### config.mk
export PLATFORM = sky130hd
export DESIGN_NAME = ttq_fifo
export DESIGN_NICKNAME = d
export VERILOG_FILES = /design/src/rtl/core/ttq_pkg.sv /design/src/rtl/core/ttq_fifo.sv
export SDC_FILE = /design/constraint.sdc
export NUM_CORES = 2
export LEC_CHECK = 0
export ABC_AREA = 0
export ABC_CLOCK_PERIOD_IN_PS = 24800
export BUFFER_PORTS_ARGS = -buffer_cell sky130_fd_sc_hd__buf_2
export CAP_MARGIN = 10
export CORE_MARGIN = 4
export CORE_UTILIZATION = 60
export CTS_CLUSTER_DIAMETER = 30
export DETAILED_ROUTE_END_ITERATION = 8
export GPL_ROUTABILITY_DRIVEN = 0
export PLACE_DENSITY_LB_ADDON = 0.12
export SYNTH_ARGS = -nofsm -noshare
export SYNTH_HDL_FRONTEND = slang
export SYNTH_SLANG_ARGS = --single-unit
### constraint.sdc
create_clock -name clock -period 24.8 [get_ports clock]
set_input_delay 1.24 -clock clock [delete_from_list [all_inputs] [get_ports clock]]
set_output_delay 1.24 -clock clock [all_outputs]
set_load 0.01 [all_outputs]
### src/rtl/core/ttq_pkg.sv
package ttq_pkg;

   typedef enum logic [2:0] {
      REQ_ENQUEUE       = 3'd0,
      REQ_ARM           = 3'd1,
      REQ_CANCEL_ALL    = 3'd2,
      REQ_CANCEL_HND    = 3'd3,
      REQ_CANCEL_HNDARG = 3'd4,
      REQ_CANCEL_OBJHND = 3'd5,
      REQ_TICK          = 3'd6,
      REQ_POP           = 3'd7
   } req_code_type;

   typedef struct packed {
      logic [2:0]  req_type;
      logic [31:0] delay_ticks;
      logic [31:0] object_handle;
      logic [31:0] handler_handle;
      logic [31:0] arg_first;
      logic [31:0] arg_second;
      logic [31:0] arg_third;
   } req_payload_type;

   typedef struct packed {
      logic        entry_valid;
      logic [31:0] out_object;
      logic [31:0] out_handler;
      logic [31:0] out_arg_first;
      logic [31:0] out_arg_second;
      logic [31:0] out_arg_third;
      logic        queue_overflow;
      logic        table_full;
   } rsp_payload_type;

   typedef struct packed {
      logic [31:0] obj;
      logic [31:0] hnd;
      logic [31:0] a0;
      logic [31:0] a1;
      logic [31:0] a2;
   } record_type;

   // token handed along the chain of slot cells, one cell per cycle
   typedef struct packed {
      logic         active;
      req_code_type op;
      logic [31:0]  delay;
      record_type   rec;
      logic         claimed;
   } token_type;

   // expiry report from a cell to the fifo writer
   typedef struct packed {
      logic       fire;
      record_type rec;
   } expire_type;

   typedef enum logic [1:0] {
      ST_IDLE,
      ST_WALK,
      ST_RESP
   } state_type;

endpackage

### src/rtl/core/ttq_fifo.sv
module ttq_fifo #(
   parameter int FIFO_DEPTH = 16
) (
   input  logic                 clock,
   input  logic                 reset,
   input  logic                 wr_en,
   input  ttq_pkg::record_type  wr_rec,
   input  logic                 rd_en,
   output logic                 rd_hit,
   output ttq_pkg::record_type  rd_rec,
   output logic                 overflow
);
   import ttq_pkg::*;

   localparam int AW = (FIFO_DEPTH > 1) ? $clog2(FIFO_DEPTH) : 1;

   record_type      mem [FIFO_DEPTH];
   logic [AW-1:0]   wr_ff, wr_in, rd_ff, rd_in;
   logic            ovf_ff, ovf_in;
   logic            hit_ff;
   record_type      data_ff;

   function automatic logic [AW-1:0] nxt(input logic [AW-1:0] p);
      nxt = (p == AW'(FIFO_DEPTH - 1)) ? '0 : p + AW'(1);
   endfunction

   always_comb begin
      wr_in  = wr_ff;
      rd_in  = rd_ff;
      ovf_in = ovf_ff;
      if (wr_en && wr_rec.hnd != 32'd0) begin
         wr_in = nxt(wr_ff);
         if (wr_in == rd_ff) ovf_in = 1'b1;
      end
      if (rd_en && rd_ff != wr_ff) rd_in = nxt(rd_ff);
   end

   always_ff @(posedge clock) begin
      if (reset) begin
         wr_ff  <= '0;
         rd_ff  <= '0;
         ovf_ff <= 1'b0;
         hit_ff <= 1'b0;
      end else begin
         wr_ff  <= wr_in;
         rd_ff  <= rd_in;
         ovf_ff <= ovf_in;
         hit_ff <= rd_en && rd_ff != wr_ff;
      end
      if (wr_en && wr_rec.hnd != 32'd0) mem[wr_ff] <= wr_rec;
      data_ff <= mem[rd_ff];
   end

   assign rd_hit   = hit_ff;
   assign rd_rec   = data_ff;
   assign overflow = ovf_ff;

endmodule

* Word level (Yosys, flattened, before mapping)
Memories as Yosys holds them, arrays and structs flattened. A register that Yosys moved wholly into a read port is not among the register bits.
Cells that the tools add are included.
W data, S select, Z words.
** Cells by class
- Add/sub/neg operators :: 2
- Eq/ne operators :: 4
- Mux-type cells :: 4
- Reductions and logical operators :: 4
** Operators by type and width (count)
- $reduce_bool A32 Y1 :: 1
- $add A4 B1 Y4 const B :: 2
- $eq A4 B4 Y1 const B :: 2
- $mux W4 :: 2
- $eq A4 B4 Y1 :: 1
- $ne A4 B4 Y1 :: 1
- $logic_and A1 B1 Y1 :: 2
- $mux W1 :: 2
- $reduce_and A2 Y1 :: 1
** Word-level totals
- Register bits :: 10
- Memory bits (writable) :: 2560
- Input port bits :: 164
- Output and inout port bits :: 162
- Word-level logic and storage cells :: 19
- Memories kept :: 1
** Memories
- mem :: depth 16, bits a word 160, rd ports 1, clocked after memory_dff 1, write ports 1, line ttq_fifo.sv:17 : record_type mem [FIFO_DEPTH];

* Logic depth before layout (Yosys ltp)
- Depth after elaboration :: 4
- Depth in mapped cells :: 8
- Gate-level depth less buffers :: 6

* Worst setup path before layout
No wires, ideal clock.
- Path kind :: in2reg
- Start point :: input port wr_rec[124] in the netlist's numbering
- End point :: memory mem[3][0] in the netlist's numbering (enable)
- Setup time :: 1.072 ns
- Data arrival time :: 16.572 ns
- Setup slack :: 7.156 ns
- Stages on the path :: 4
- Cell sequence :: nor4_1 -> nand4_1 -> nor2_1 -> nor4_1
** On the way
- Longest elaborated chain between the ends :: 4
** Ends and longest elaborated chain
- start, declared :: line ttq_fifo.sv:7 : input ttq_pkg::record_type wr_rec,
- $reduce_bool A32 Y1 :: line ttq_fifo.sv:50 : if (wr_en && wr_rec.hnd != 32'd0) mem[wr_ff] <= wr_rec;
- $logic_and A1 B1 Y1 :: line ttq_fifo.sv:50
- $mux W1 :: line ttq_fifo.sv:50
- $mux W1 (implied by the code) :: line ttq_fifo.sv:50
- end, declared :: line ttq_fifo.sv:17
Every way passes these cells.

==> results.cfg <==
[min_path]
min_path_cells = 2
hold_class = reg -> reg
hold_start = overflow

[synthesis]
synthTopCellsByArea = edfxtp_1 76%, mux4_2 14%, dfxtp_1 3.4%
ys.flop_type = edfxtp_1
yosysMostFrequentCell = edfxtp_1
yosysUniqueCellTypes = 33
synth_edf_count = 2560
synthesis.nets = 4502
avgSynthCellArea_um2 = 23.4
synth_cells = 4332
synth_top_area_cell = edfxtp_1
async_flop_share_pct = 0
synth_seq_area_share_pct = 79.3
synth_top_area_share_pct = 76.0
netlist_area_um2 = 101000
ys_ff_latch = 2730
synthTopCellsByCount = 2560 x edfxtp_1, 640 x mux4_2, 170 x dfxtp_1, 165 x a21oi_1, 164 x mux2i_1
yosys_warnings = 0

[cells_and_area]
drive_above_1_share_pct = 34.5
fin_nets = 5154
final_cells = 7632
syn_to_final_growth_pct = 20.6
fillCellCount = 9371
fin_area_um2 = 122000

[setup_path]
r2r_slack_ns = 20.02
rr_worst_depth = 7
worstPathMaxFanout = 113
setup.worst_path.start = rd_ff[0]
arrival_ns = 5.57
crit_type = reg -> reg
r2r-start = rd_ff[0]
required_ns = 25.58
setup.worst_path.start_class = flop
cp-end-kind = flop

[clock_network]
cts.sinks = 2730
cts_tree = yes
cts-resized-gates = 0
numCtsBuffers = 485
clk_pin_slew_ns = 0.05
root_buffer = clkbuf_16
post_cts_buffers = 0
clk_path_buf_depth = 4
h-tree-depth = 5
cts_hold_buffers = 0
insertion_delay_ns = 0.97

[power_and_ir_drop]
p_clk_share_pct = 53.1
combPwrFrac_pct = 5.6
power_density_nw_per_um2 = 103
p_sw_share_pct = 20.9
finalPower_uw = 12600
power_switching_uw = 2630
internal_power_uw = 9940
p_seq_share_pct = 41.3
ir_worst_vdd_mv = 0.0722
p_leak_uw = 0.0390

[place]
io_buffers = 325
hpwl_um = 102000
placed_area_um2 = 105000
place_inst = 6701

[sta]
tightest_slew_ns = 1.28
finalMaxSlewViolations = 0
timing.final.crit_share_pct = 19.3
final.min_clock_period_ns = 4.78
rsz0062_at_grt = false
max-slew-margin-rel_pct = 14.9
skew_ns = 0.0580
fmax_ghz = 0.209
hold_viol_final = 0
fin_tns_setup_ns = 0
finalSetupViolCount = 0

[detailed_routing]
drt_iter0_drc = 4973
antenna_left = 0
post-route-drc-count = 0
routed_wl_um = 226000
wl_per_cell_um = 29.6
num_vias = 47636
viasPerCell = 6.24
dr.pass1.iters = 5

[floorplanning]
dieArea_um2 = 175000
core_um2 = 167000
die_h_um = 419
ioPinCount = 326
die_w_um = 419
row_count = 150
start_util_pct = 60.5

[global_route]
grt_pass1_vias = 50278
gr-total-overflow = 0
grt_pass1_wl_um = 336000
antenna_found_initial = 58
grt_max_degree = 173
track_usage_pct = 26.3

[run]
cap_violations = 0

[outcome]
status = finished, final reports clean
-- layer usage --
layer	wire, µm	track usage, %	part of all wire (%)	vias up
met5	87	0	0.038	-
met3	15400	5.07	6.8	446
li1	-	-	-	19866
met4	7640	11.1	3.4	12
met1	88700	36.2	39	25379
met2	114000	42.3	51	1933
-- cell usage in the layout, fill, tap and decap left out, types with 78 or more instances in the layout --
cell and n:
mux2i_1 164, a21oi_1 165, dfxtp_1 166, clkinv_2 78
clkbuf_16 493, buf_2 325, nor2b_1 160, a211oi_1 160
mux4_2 640, edfxtp_1 2560
-- metrics by stage --
| stage | utilization (%) | hold slack [ns] | worst slack, ns |
|---|---|---|---|
| final | 72.9 | 0.468 | 20.02 |
| after floorplan | - | 0.477 | 7.16 |
| after CTS | 72.8 | 0.469 | 19.79 |
| after detailed placement | 62.8 | 0.454 | 19.59 |
| after global routing | 72.9 | 0.517 | 19.46 |
| after global placement | 62.8 | 0.451 | 18.93 |
-- power by group through the flow --
stage / clock [µW] / sequential, µW / combinational (µW)
6_report: 6680 / 5190 / 700
2_1_floorplan: 0 / 5300 / 474
4_1_cts: 6760 / 5200 / 716
3_5_place_dp: 0 / 5280 / 707
3_3_place_gp: 0 / 5280 / 700
5_1_grt: 7010 / 5200 / 762
-- path summary, 6_finish.rpt --
check                   end
setup / recovery  rd_rec[8]
hold / removal     overflow
setup reg to reg  rd_rec[8]
hold reg to reg    overflow
-- critical path, cell delays in order, from the launching register on --
cell and delay, ns:
dfxtp_4 0.85, buf_4 0.74, buf_12 0.76, buf_4 0.85, mux4_2 0.63, nor2b_1 0.16
a211oi_1 0.36, a21oi_1 0.08
-- registers in the layout (all words and copies together) (netlist names) --
name and flops:
mem 2560, rd_rec 160, rd_ff 4, wr_ff 4, overflow 1, rd_hit 1
-- layout make-up --
| type | count | area, µm² | area share (%) |
|---|---|---|---|
| sequential | 2730 | 80300 | 65.8 |
| antenna | 32 | 80.1 | 0.0656 |
| multi-input combinational | 1361 | 19700 | 16.1 |
| clock buffer | 574 | 12900 | 10.6 |
| tap | 2204 | 2760 | 2.26 |
| inverter | 4 | 15.0 | 0.0123 |
| timing repair buffer | 402 | 2430 | 1.99 |
| clock inverter | 325 | 3880 | 3.18 |
-- logic make-up (layout without fill, tap and decap cells) --
group | count (synthesis) | in the layout | synth area share (%)
AND/OR/NAND/NOR | 206 | 206 | 1.21
adder cells (fa/ha/maj) | 6 | 6 | 0.0742
multiplexers | 804 | 804 | 15.9
buffers and inverters | 241 | 1305 | 1.35
AO/OA/AOI/OAI | 336 | 336 | 2.10
other | 0 | 32 | 0
XOR/XNOR | 9 | 9 | 0.0779
flip-flops | 2730 | 2730 | 79.3
Power figures use the tool's default switching activity.
