## src/rtl/core/ttq_pkg.sv

```systemverilog
package ttq_pkg;

   typedef enum logic [2:0] {
      REQ_ENQUEUE       = 3'd0,
      REQ_ARM           = 3'd1,
      REQ_CANCEL_ALL    = 3'd2,
      REQ_CANCEL_HND    = 3'd3,
      REQ_CANCEL_HNDARG = 3'd4,
      REQ_CANCEL_OBJHND = 3'd5,
      REQ_TICK          = 3'd6,
      REQ_POP           = 3'd7
   } req_code_type;

   typedef struct packed {
      logic [2:0]  req_type;
      logic [31:0] delay_ticks;
      logic [31:0] object_handle;
      logic [31:0] handler_handle;
      logic [31:0] arg_first;
      logic [31:0] arg_second;
      logic [31:0] arg_third;
   } req_payload_type;

   typedef struct packed {
      logic        entry_valid;
      logic [31:0] out_object;
      logic [31:0] out_handler;
      logic [31:0] out_arg_first;
      logic [31:0] out_arg_second;
      logic [31:0] out_arg_third;
      logic        queue_overflow;
      logic        table_full;
   } rsp_payload_type;

   typedef struct packed {
      logic [31:0] obj;
      logic [31:0] hnd;
      logic [31:0] a0;
      logic [31:0] a1;
      logic [31:0] a2;
   } record_type;

   // token handed along the chain of slot cells, one cell per cycle
   typedef struct packed {
      logic         active;
      req_code_type op;
      logic [31:0]  delay;
      record_type   rec;
      logic         claimed;
   } token_type;

   // expiry report from a cell to the fifo writer
   typedef struct packed {
      logic       fire;
      record_type rec;
   } expire_type;

   typedef enum logic [1:0] {
      ST_IDLE,
      ST_WALK,
      ST_RESP
   } state_type;

endpackage

```

## src/rtl/core/ttq_cell.sv

```systemverilog
module ttq_cell (
   input  logic               clock,
   input  logic               reset,
   input  logic               sel,
   input  ttq_pkg::token_type tok_i,
   output ttq_pkg::token_type tok_o,
   output ttq_pkg::expire_type exp_o
);
   import ttq_pkg::*;

   logic [31:0] count_ff, count_in;
   record_type  rec_ff, rec_in;
   logic        hit;
   logic [31:0] dec;

   assign dec = count_ff - 32'd1;

   always_comb begin
      count_in = count_ff;
      rec_in   = rec_ff;
      tok_o    = tok_i;
      exp_o    = '0;
      hit      = 1'b0;
      if (sel && tok_i.active) begin
         case (tok_i.op)
            REQ_ARM: begin
               if (!tok_i.claimed && count_ff == 32'd0) begin
                  count_in      = tok_i.delay;
                  rec_in        = tok_i.rec;
                  tok_o.claimed = 1'b1;
               end
            end
            REQ_CANCEL_ALL: hit = 1'b1;
            REQ_CANCEL_HND: hit = rec_ff.hnd == tok_i.rec.hnd;
            REQ_CANCEL_HNDARG:
               hit = rec_ff.hnd == tok_i.rec.hnd && rec_ff.a0 == {24'd0, tok_i.rec.a0[7:0]};
            REQ_CANCEL_OBJHND:
               hit = rec_ff.obj == tok_i.rec.obj && rec_ff.hnd == tok_i.rec.hnd;
            REQ_TICK: begin
               if (count_ff != 32'd0) begin
                  count_in = dec;
                  if (dec == 32'd0) begin
                     exp_o.fire = 1'b1;
                     exp_o.rec  = rec_ff;
                  end
               end
            end
            default: ;
         endcase
         if (hit && count_ff != 32'd0) count_in = 32'd0;
      end
   end

   always_ff @(posedge clock) begin
      if (reset) begin
         count_ff <= '0;
      end else begin
         count_ff <= count_in;
      end
      rec_ff <= rec_in;
   end

endmodule

```

## config.mk

```make
export PLATFORM = sky130hd
export DESIGN_NAME = ttq_cell
export DESIGN_NICKNAME = d
export VERILOG_FILES = /design/src/rtl/core/ttq_pkg.sv /design/src/rtl/core/ttq_cell.sv
export SDC_FILE = /design/constraint.sdc
export NUM_CORES = 1
export LEC_CHECK = 0
export BUFFER_PORTS_ARGS = -buffer_cell sky130_fd_sc_hd__clkbuf_2
export CAP_MARGIN = 40
export CORE_AREA = 2 2 218 220
export CTS_BUF_LIST = sky130_fd_sc_hd__clkbuf_4 sky130_fd_sc_hd__clkbuf_8
export DETAILED_ROUTE_END_ITERATION = 7
export DIE_AREA = 0 0 220 222
export GPL_TIMING_DRIVEN = 0
export HOLD_SLACK_MARGIN = 0.03
export PLACE_DENSITY = 0.46
export SLEW_MARGIN = 25
export SYNTH_ARGS = -nofsm -noshare
export SYNTH_HDL_FRONTEND = slang
export SYNTH_SLANG_ARGS = --single-unit
export TNS_END_PERCENT = 20
```

## constraint.sdc

```tcl
create_clock -name clock -period 33.7 [get_ports clock]
set_input_delay 6.74 -clock clock [delete_from_list [all_inputs] [get_ports clock]]
set_output_delay 6.74 -clock clock [all_outputs]
set_load 0.05 [all_outputs]
```

Word level (Yosys, flattened, before mapping):

Cells that the tools add are included.

* register bits after elaboration: 192
* output and inout bits: 358
* input bits: 200
* word-level logic and storage cells: 43

* reductions and logical operators: 12
* equality and inequality tests: 11
* multiplexer cells: 13
* add/subtract/negate cells: 1

Operators with widths (number)
* 2-to-1 mux 161 bit: 4
* 2-to-1 mux 32 bit: 3
* equality test 32 bit: 2
* zero test 32 bit: 2
* case mux 32 bit (2 select lines): 1
* equality test 32 x 8 -> 1 bit: 1
* nonzero test 32 bit: 1
* subtractor 32 x 1 -> 32 bit (second input constant): 1
* equality test 3 bit (second input constant): 3
* equality test 3 x 2 -> 1 bit (second input constant): 2
* inequality test 3 bit (second input constant): 2
* logical AND 1 bit: 5
* 2-to-1 mux 1 bit: 4
* case mux 1 bit (4 select lines): 1
* AND reduction 4 bit: 1
* equality test 3 x 1 -> 1 bit (second input constant): 1
* AND reduction 3 bit: 1
* nonzero test 3 bit: 1
* zero test 1 bit: 1

Longest topological paths before layout:

* depth after elaboration: 7
* gate-level depth with buffers: 12
* mapped depth without buffers: 9

Worst setup path after synthesis:

Ideal clock, no wire load.

* path kind: input-to-reg
* start point: input tok_i[194] (netlist bit)
* end point: register rec_ff[0] (netlist bit), enable pin
* setup slack: 9045 ps
* arrival: 23523 ps
* required time: 32568 ps
* stages: 2
* buffers on the path: 0
* library setup time: 1132 ps
* cell sequence: nor3b_1 -> nor4b_1

* cells in the longest elaborated chain, start to end: 2

RTL lines
* start: declaration: line ttq_cell.sv:5 `input ttq_pkg::token_type tok_i,`
* equality test 3 x 1 -> 1 bit: line ttq_cell.sv:25 `case (tok_i.op)`
* AND reduction 3 bit (no line)
* end signal: assignment: line ttq_cell.sv:60 `rec_ff <= rec_in;`
* end: declaration: line ttq_cell.sv:12 `record_type rec_ff, rec_in;`

Every way passes these cells.
A chain may end at the register's enable or synchronous reset.

==> flow_summary.yaml <==
outcome:
  status: "complete, no violations"
grt:
  antenna_found_initial: 5
  grt_max_degree: 19
  overflow: 0
  grtUsageTotal_pct: 18.8
  grt_pass1_wl_um: 67000
  first_global_vias: 10100
yosys:
  yosys.cell_types.count: 57
  yosys.area_share.xor_xnor_pct: 7.25
  avgSynthCellArea_um2: 10.7
  muxShareOfSynthArea_pct: 0.901
  ys_top_cells_by_area: "edfxtp_1, buf_4, and3_1, dfxtp_1, xor2_1"
  syn_inst: 1040
  synth_most_common_cell: "buf_4"
  synth-adder-area-share_pct: 0.338
  synthFlopType: "edfxtp_1"
  synth_edf_count: 160
  yosys.area_share.simple_pct: 19.4
  synthTopCellsByCount: "buf_4, and3_1, edfxtp_1"
  synth_top_family_by_area: "simple AND/OR/NAND/NOR gates"
  synthArstFlopShare_pct: 0
  synth_top_area_share_pct: 43.3
  synthesis.area_um2: 11100
  ys_ff_latch: 192
  ys_warn_count: 0
  synth-compound-area-share_pct: 5.76
  syn_nets: 1243
  synth_top_area_cell: "edfxtp_1"
  ys_seq_area_share_pct: 49.0
routing:
  wl_um: 46600
  dr_total_vias: 10200
  firstDrtPassIters: 5
  ant_nets: 0
  wl_per_cell_um: 20.6
  drt-initial-drc-count: 630
  vias_per_cell: 4.49
  route.detailed.drc: 0
cts:
  tritoncts: "built"
  htree_levels: 4
  worstSkewPairLatency_ns: 0.58
  cts-hold-fix-buffers: 0
  postCtsSetupBuffers: 0
  cts_buffer_depth: 2
  cts_sinks: 192
  clk_pin_slew_ns: 0.11
  clockRootBuffer: "clkbuf_8"
  cts.repair.resized: 0
  cts_made_buffers: 17
sta:
  min_period_ns: 16.45
  hold_viol_final: 0
  final_max_slew_viol_count: 0
  period_share_pct: 48.8
  setup_violations: 0
  max_slew.worst_pin.slew_ns: 0.853
  fin_ws_ns: 17.25
  rsz0062_at_grt: "false"
  skew_ns: 0.0293
  clock.fmax_ghz: 0.0608
  timing.slew.headroom_pct: 42.8
floorplan:
  die_w_um: 220
  num_rows: 79
  core_um2: 46300
  die-height_um: 222
  io_pins: 558
  die-area_um2: 48800
  start_util_pct: 24.0
setup_path:
  path_buf_inv: 4
  startpoint_type: "primary input"
  crit_arrival_ns: 9.71
  crit_path_cell_trace: "clkbuf_2, nor2b_1, nand2_1, nor3_1, nand4_1, a2111o_1, nor4_4, buf_4, clkbuf_1, and3_1, clkbuf_2"
  crit_fanout: 10
  critPathMostFrequentCell: "clkbuf_2"
  cp_slowest_stage_delay_ns: 0.44
  cp.required_ns: 26.96
  cp_top_family: "simple AND/OR/NAND/NOR gates"
  cp_slowest_cell: "clkbuf_1"
  critPathKind: "primary input to output port"
  end_kind: "output port"
finish:
  syn_to_final_growth_pct: 37.4
  drive_gt1_share_pct: 50.6
  nets: 1852
  fillers: 4891
placement:
  gp_congestion: 0.891
  place_hpwl_um: 38700
  io_buffers: 557
  place_ws_ns: 17.10
power:
  switching_share_pct: 36.2
  ir_drop_v: 0.0000289
  p_total_uw: 595
  powerDensity_nw_per_um2: 39.0
  pwr-share-seq_pct: 43.8
  leakage_nw: 7.56
  clockPowerShare_pct: 29.1
  comb_power_share_pct: 27.1
  power_switching_uw: 216
  p_int_uw: 379
worst_hold_path:
  hp-class: "flip-flop to flip-flop"
flow_run:
  drv_cap: 0
through the flow:
| step | hold WS, ns | TNS [ns] | instances | cell area [um2] | util (%) |
|---|---|---|---|---|---|
| after global routing | 0.580 | 0 | 2269 | 15300 | 33.0 |
| after detailed placement | 0.522 | 0 | 2237 | 14800 | 32.1 |
| final | 0.546 | 0 | 2269 | 15300 | 33.0 |
| after global placement | 0.522 | -193.57 | 2204 | 14700 | 31.7 |
| after floorplan | 0.479 | 0 | 1040 | 11100 | - |
| after CTS | 0.542 | 0 | 2268 | 15300 | 33.0 |
layer usage:
metal  vias up  track usage, %  part of all wire, %
li1       4807               -                    -
met4         8            6.13                  2.0
met2       382            32.2                   50
met5         -               0                 0.11
met3        41            6.12                  8.0
met1      4941            22.1                   40
layout by cell type, fill, tap and decap left out, drive strengths merged, types with 3 or more instances in the layout:
cell | Yosys | layout
o31ai | 9 | 9
ha | 3 | 3
xnor2 | 29 | 29
o22ai | 12 | 12
or4 | 6 | 6
clkinv | 0 | 3
clkbuf | 43 | 619
and2 | 4 | 4
nor2 | 35 | 35
edfxtp | 160 | 160
inv | 25 | 31
or3 | 4 | 4
nor3 | 13 | 13
xor2 | 63 | 63
mux2i | 10 | 10
nand3 | 33 | 33
a21oi | 19 | 19
dfxtp | 32 | 32
nor2b | 12 | 12
o32ai | 13 | 13
nor4b | 3 | 3
nand2b | 3 | 3
nand4 | 26 | 26
buf | 213 | 246
o21ai | 25 | 25
nor4 | 30 | 30
and3 | 162 | 162
o211ai | 4 | 4
nand2 | 25 | 25
flip-flops by register name, indices dropped and copies added, names as in the netlist:
register	cells
count_ff	32
rec_ff	160
worst reg2reg max path, stage by stage, from the launching register on:
cell      delay, ns
dfxtp_1        0.35
inv_1          0.12
ha_1           0.15
clkbuf_1       0.31
inv_1          0.23
nor4_4         0.61
nand4_1        0.24
nor4b_2        0.33
buf_2          0.24
buf_2          0.22
buf_2          0.23
buf_2          0.22
buf_2          0.23
buf_2          0.23
buf_2          0.23
buf_2          0.22
buf_2          0.18
power by group through the flow:
stage | sequential [mW] | clock (mW) | combinational (mW)
final | 0.261 | 0.173 | 0.161
after global routing | 0.261 | 0.186 | 0.172
after CTS | 0.261 | 0.181 | 0.163
after detailed placement | 0.266 | 0 | 0.162
after global placement | 0.268 | 0 | 0.161
after floorplan | 0.267 | 0 | 0.107
layout make-up:
type                    instances  area [um2]  area share [%]
flip-flops and latches        192        5450            35.7
multi-input cells             567        3740            24.5
repair buffers                590        2970            19.5
plain buffers                 256        1830            12.0
well taps                     607         759            4.97
clock buffers                  19         249            1.63
clock inverters                12         169            1.11
inverters                      25        93.8           0.615
diodes                          1        2.50          0.0164
logic make-up (layout without fill, tap and decap cells):
kind of cell,Yosys count,in the layout
compound gates,97,97
xor+xnor,92,92
fa+ha+maj,3,3
buf+inv,281,902
flops,192,192
mux,10,10
other cells,0,1
simple gates,365,365
path summary, 6_finish.rpt:
| path | from | endpoint | slack, ns | depth (start not counted) |
|---|---|---|---|---|
| worst min register to register | count_ff[21]$_SDFFE_PP0P_ | count_ff[21]$_SDFFE_PP0P_ | 0.55 | 2 |
| worst max register to register | count_ff[0]$_SDFFE_PP0P_ | rec_ff[109]$_DFFE_PP_ | 29.13 | 16 |
| worst max-delay path | tok_i[194] | exp_o[65] | 17.25 | 11 |
| worst min-delay path | count_ff[21]$_SDFFE_PP0P_ | count_ff[21]$_SDFFE_PP0P_ | 0.55 | 2 |
Power figures use the tool's default switching activity.
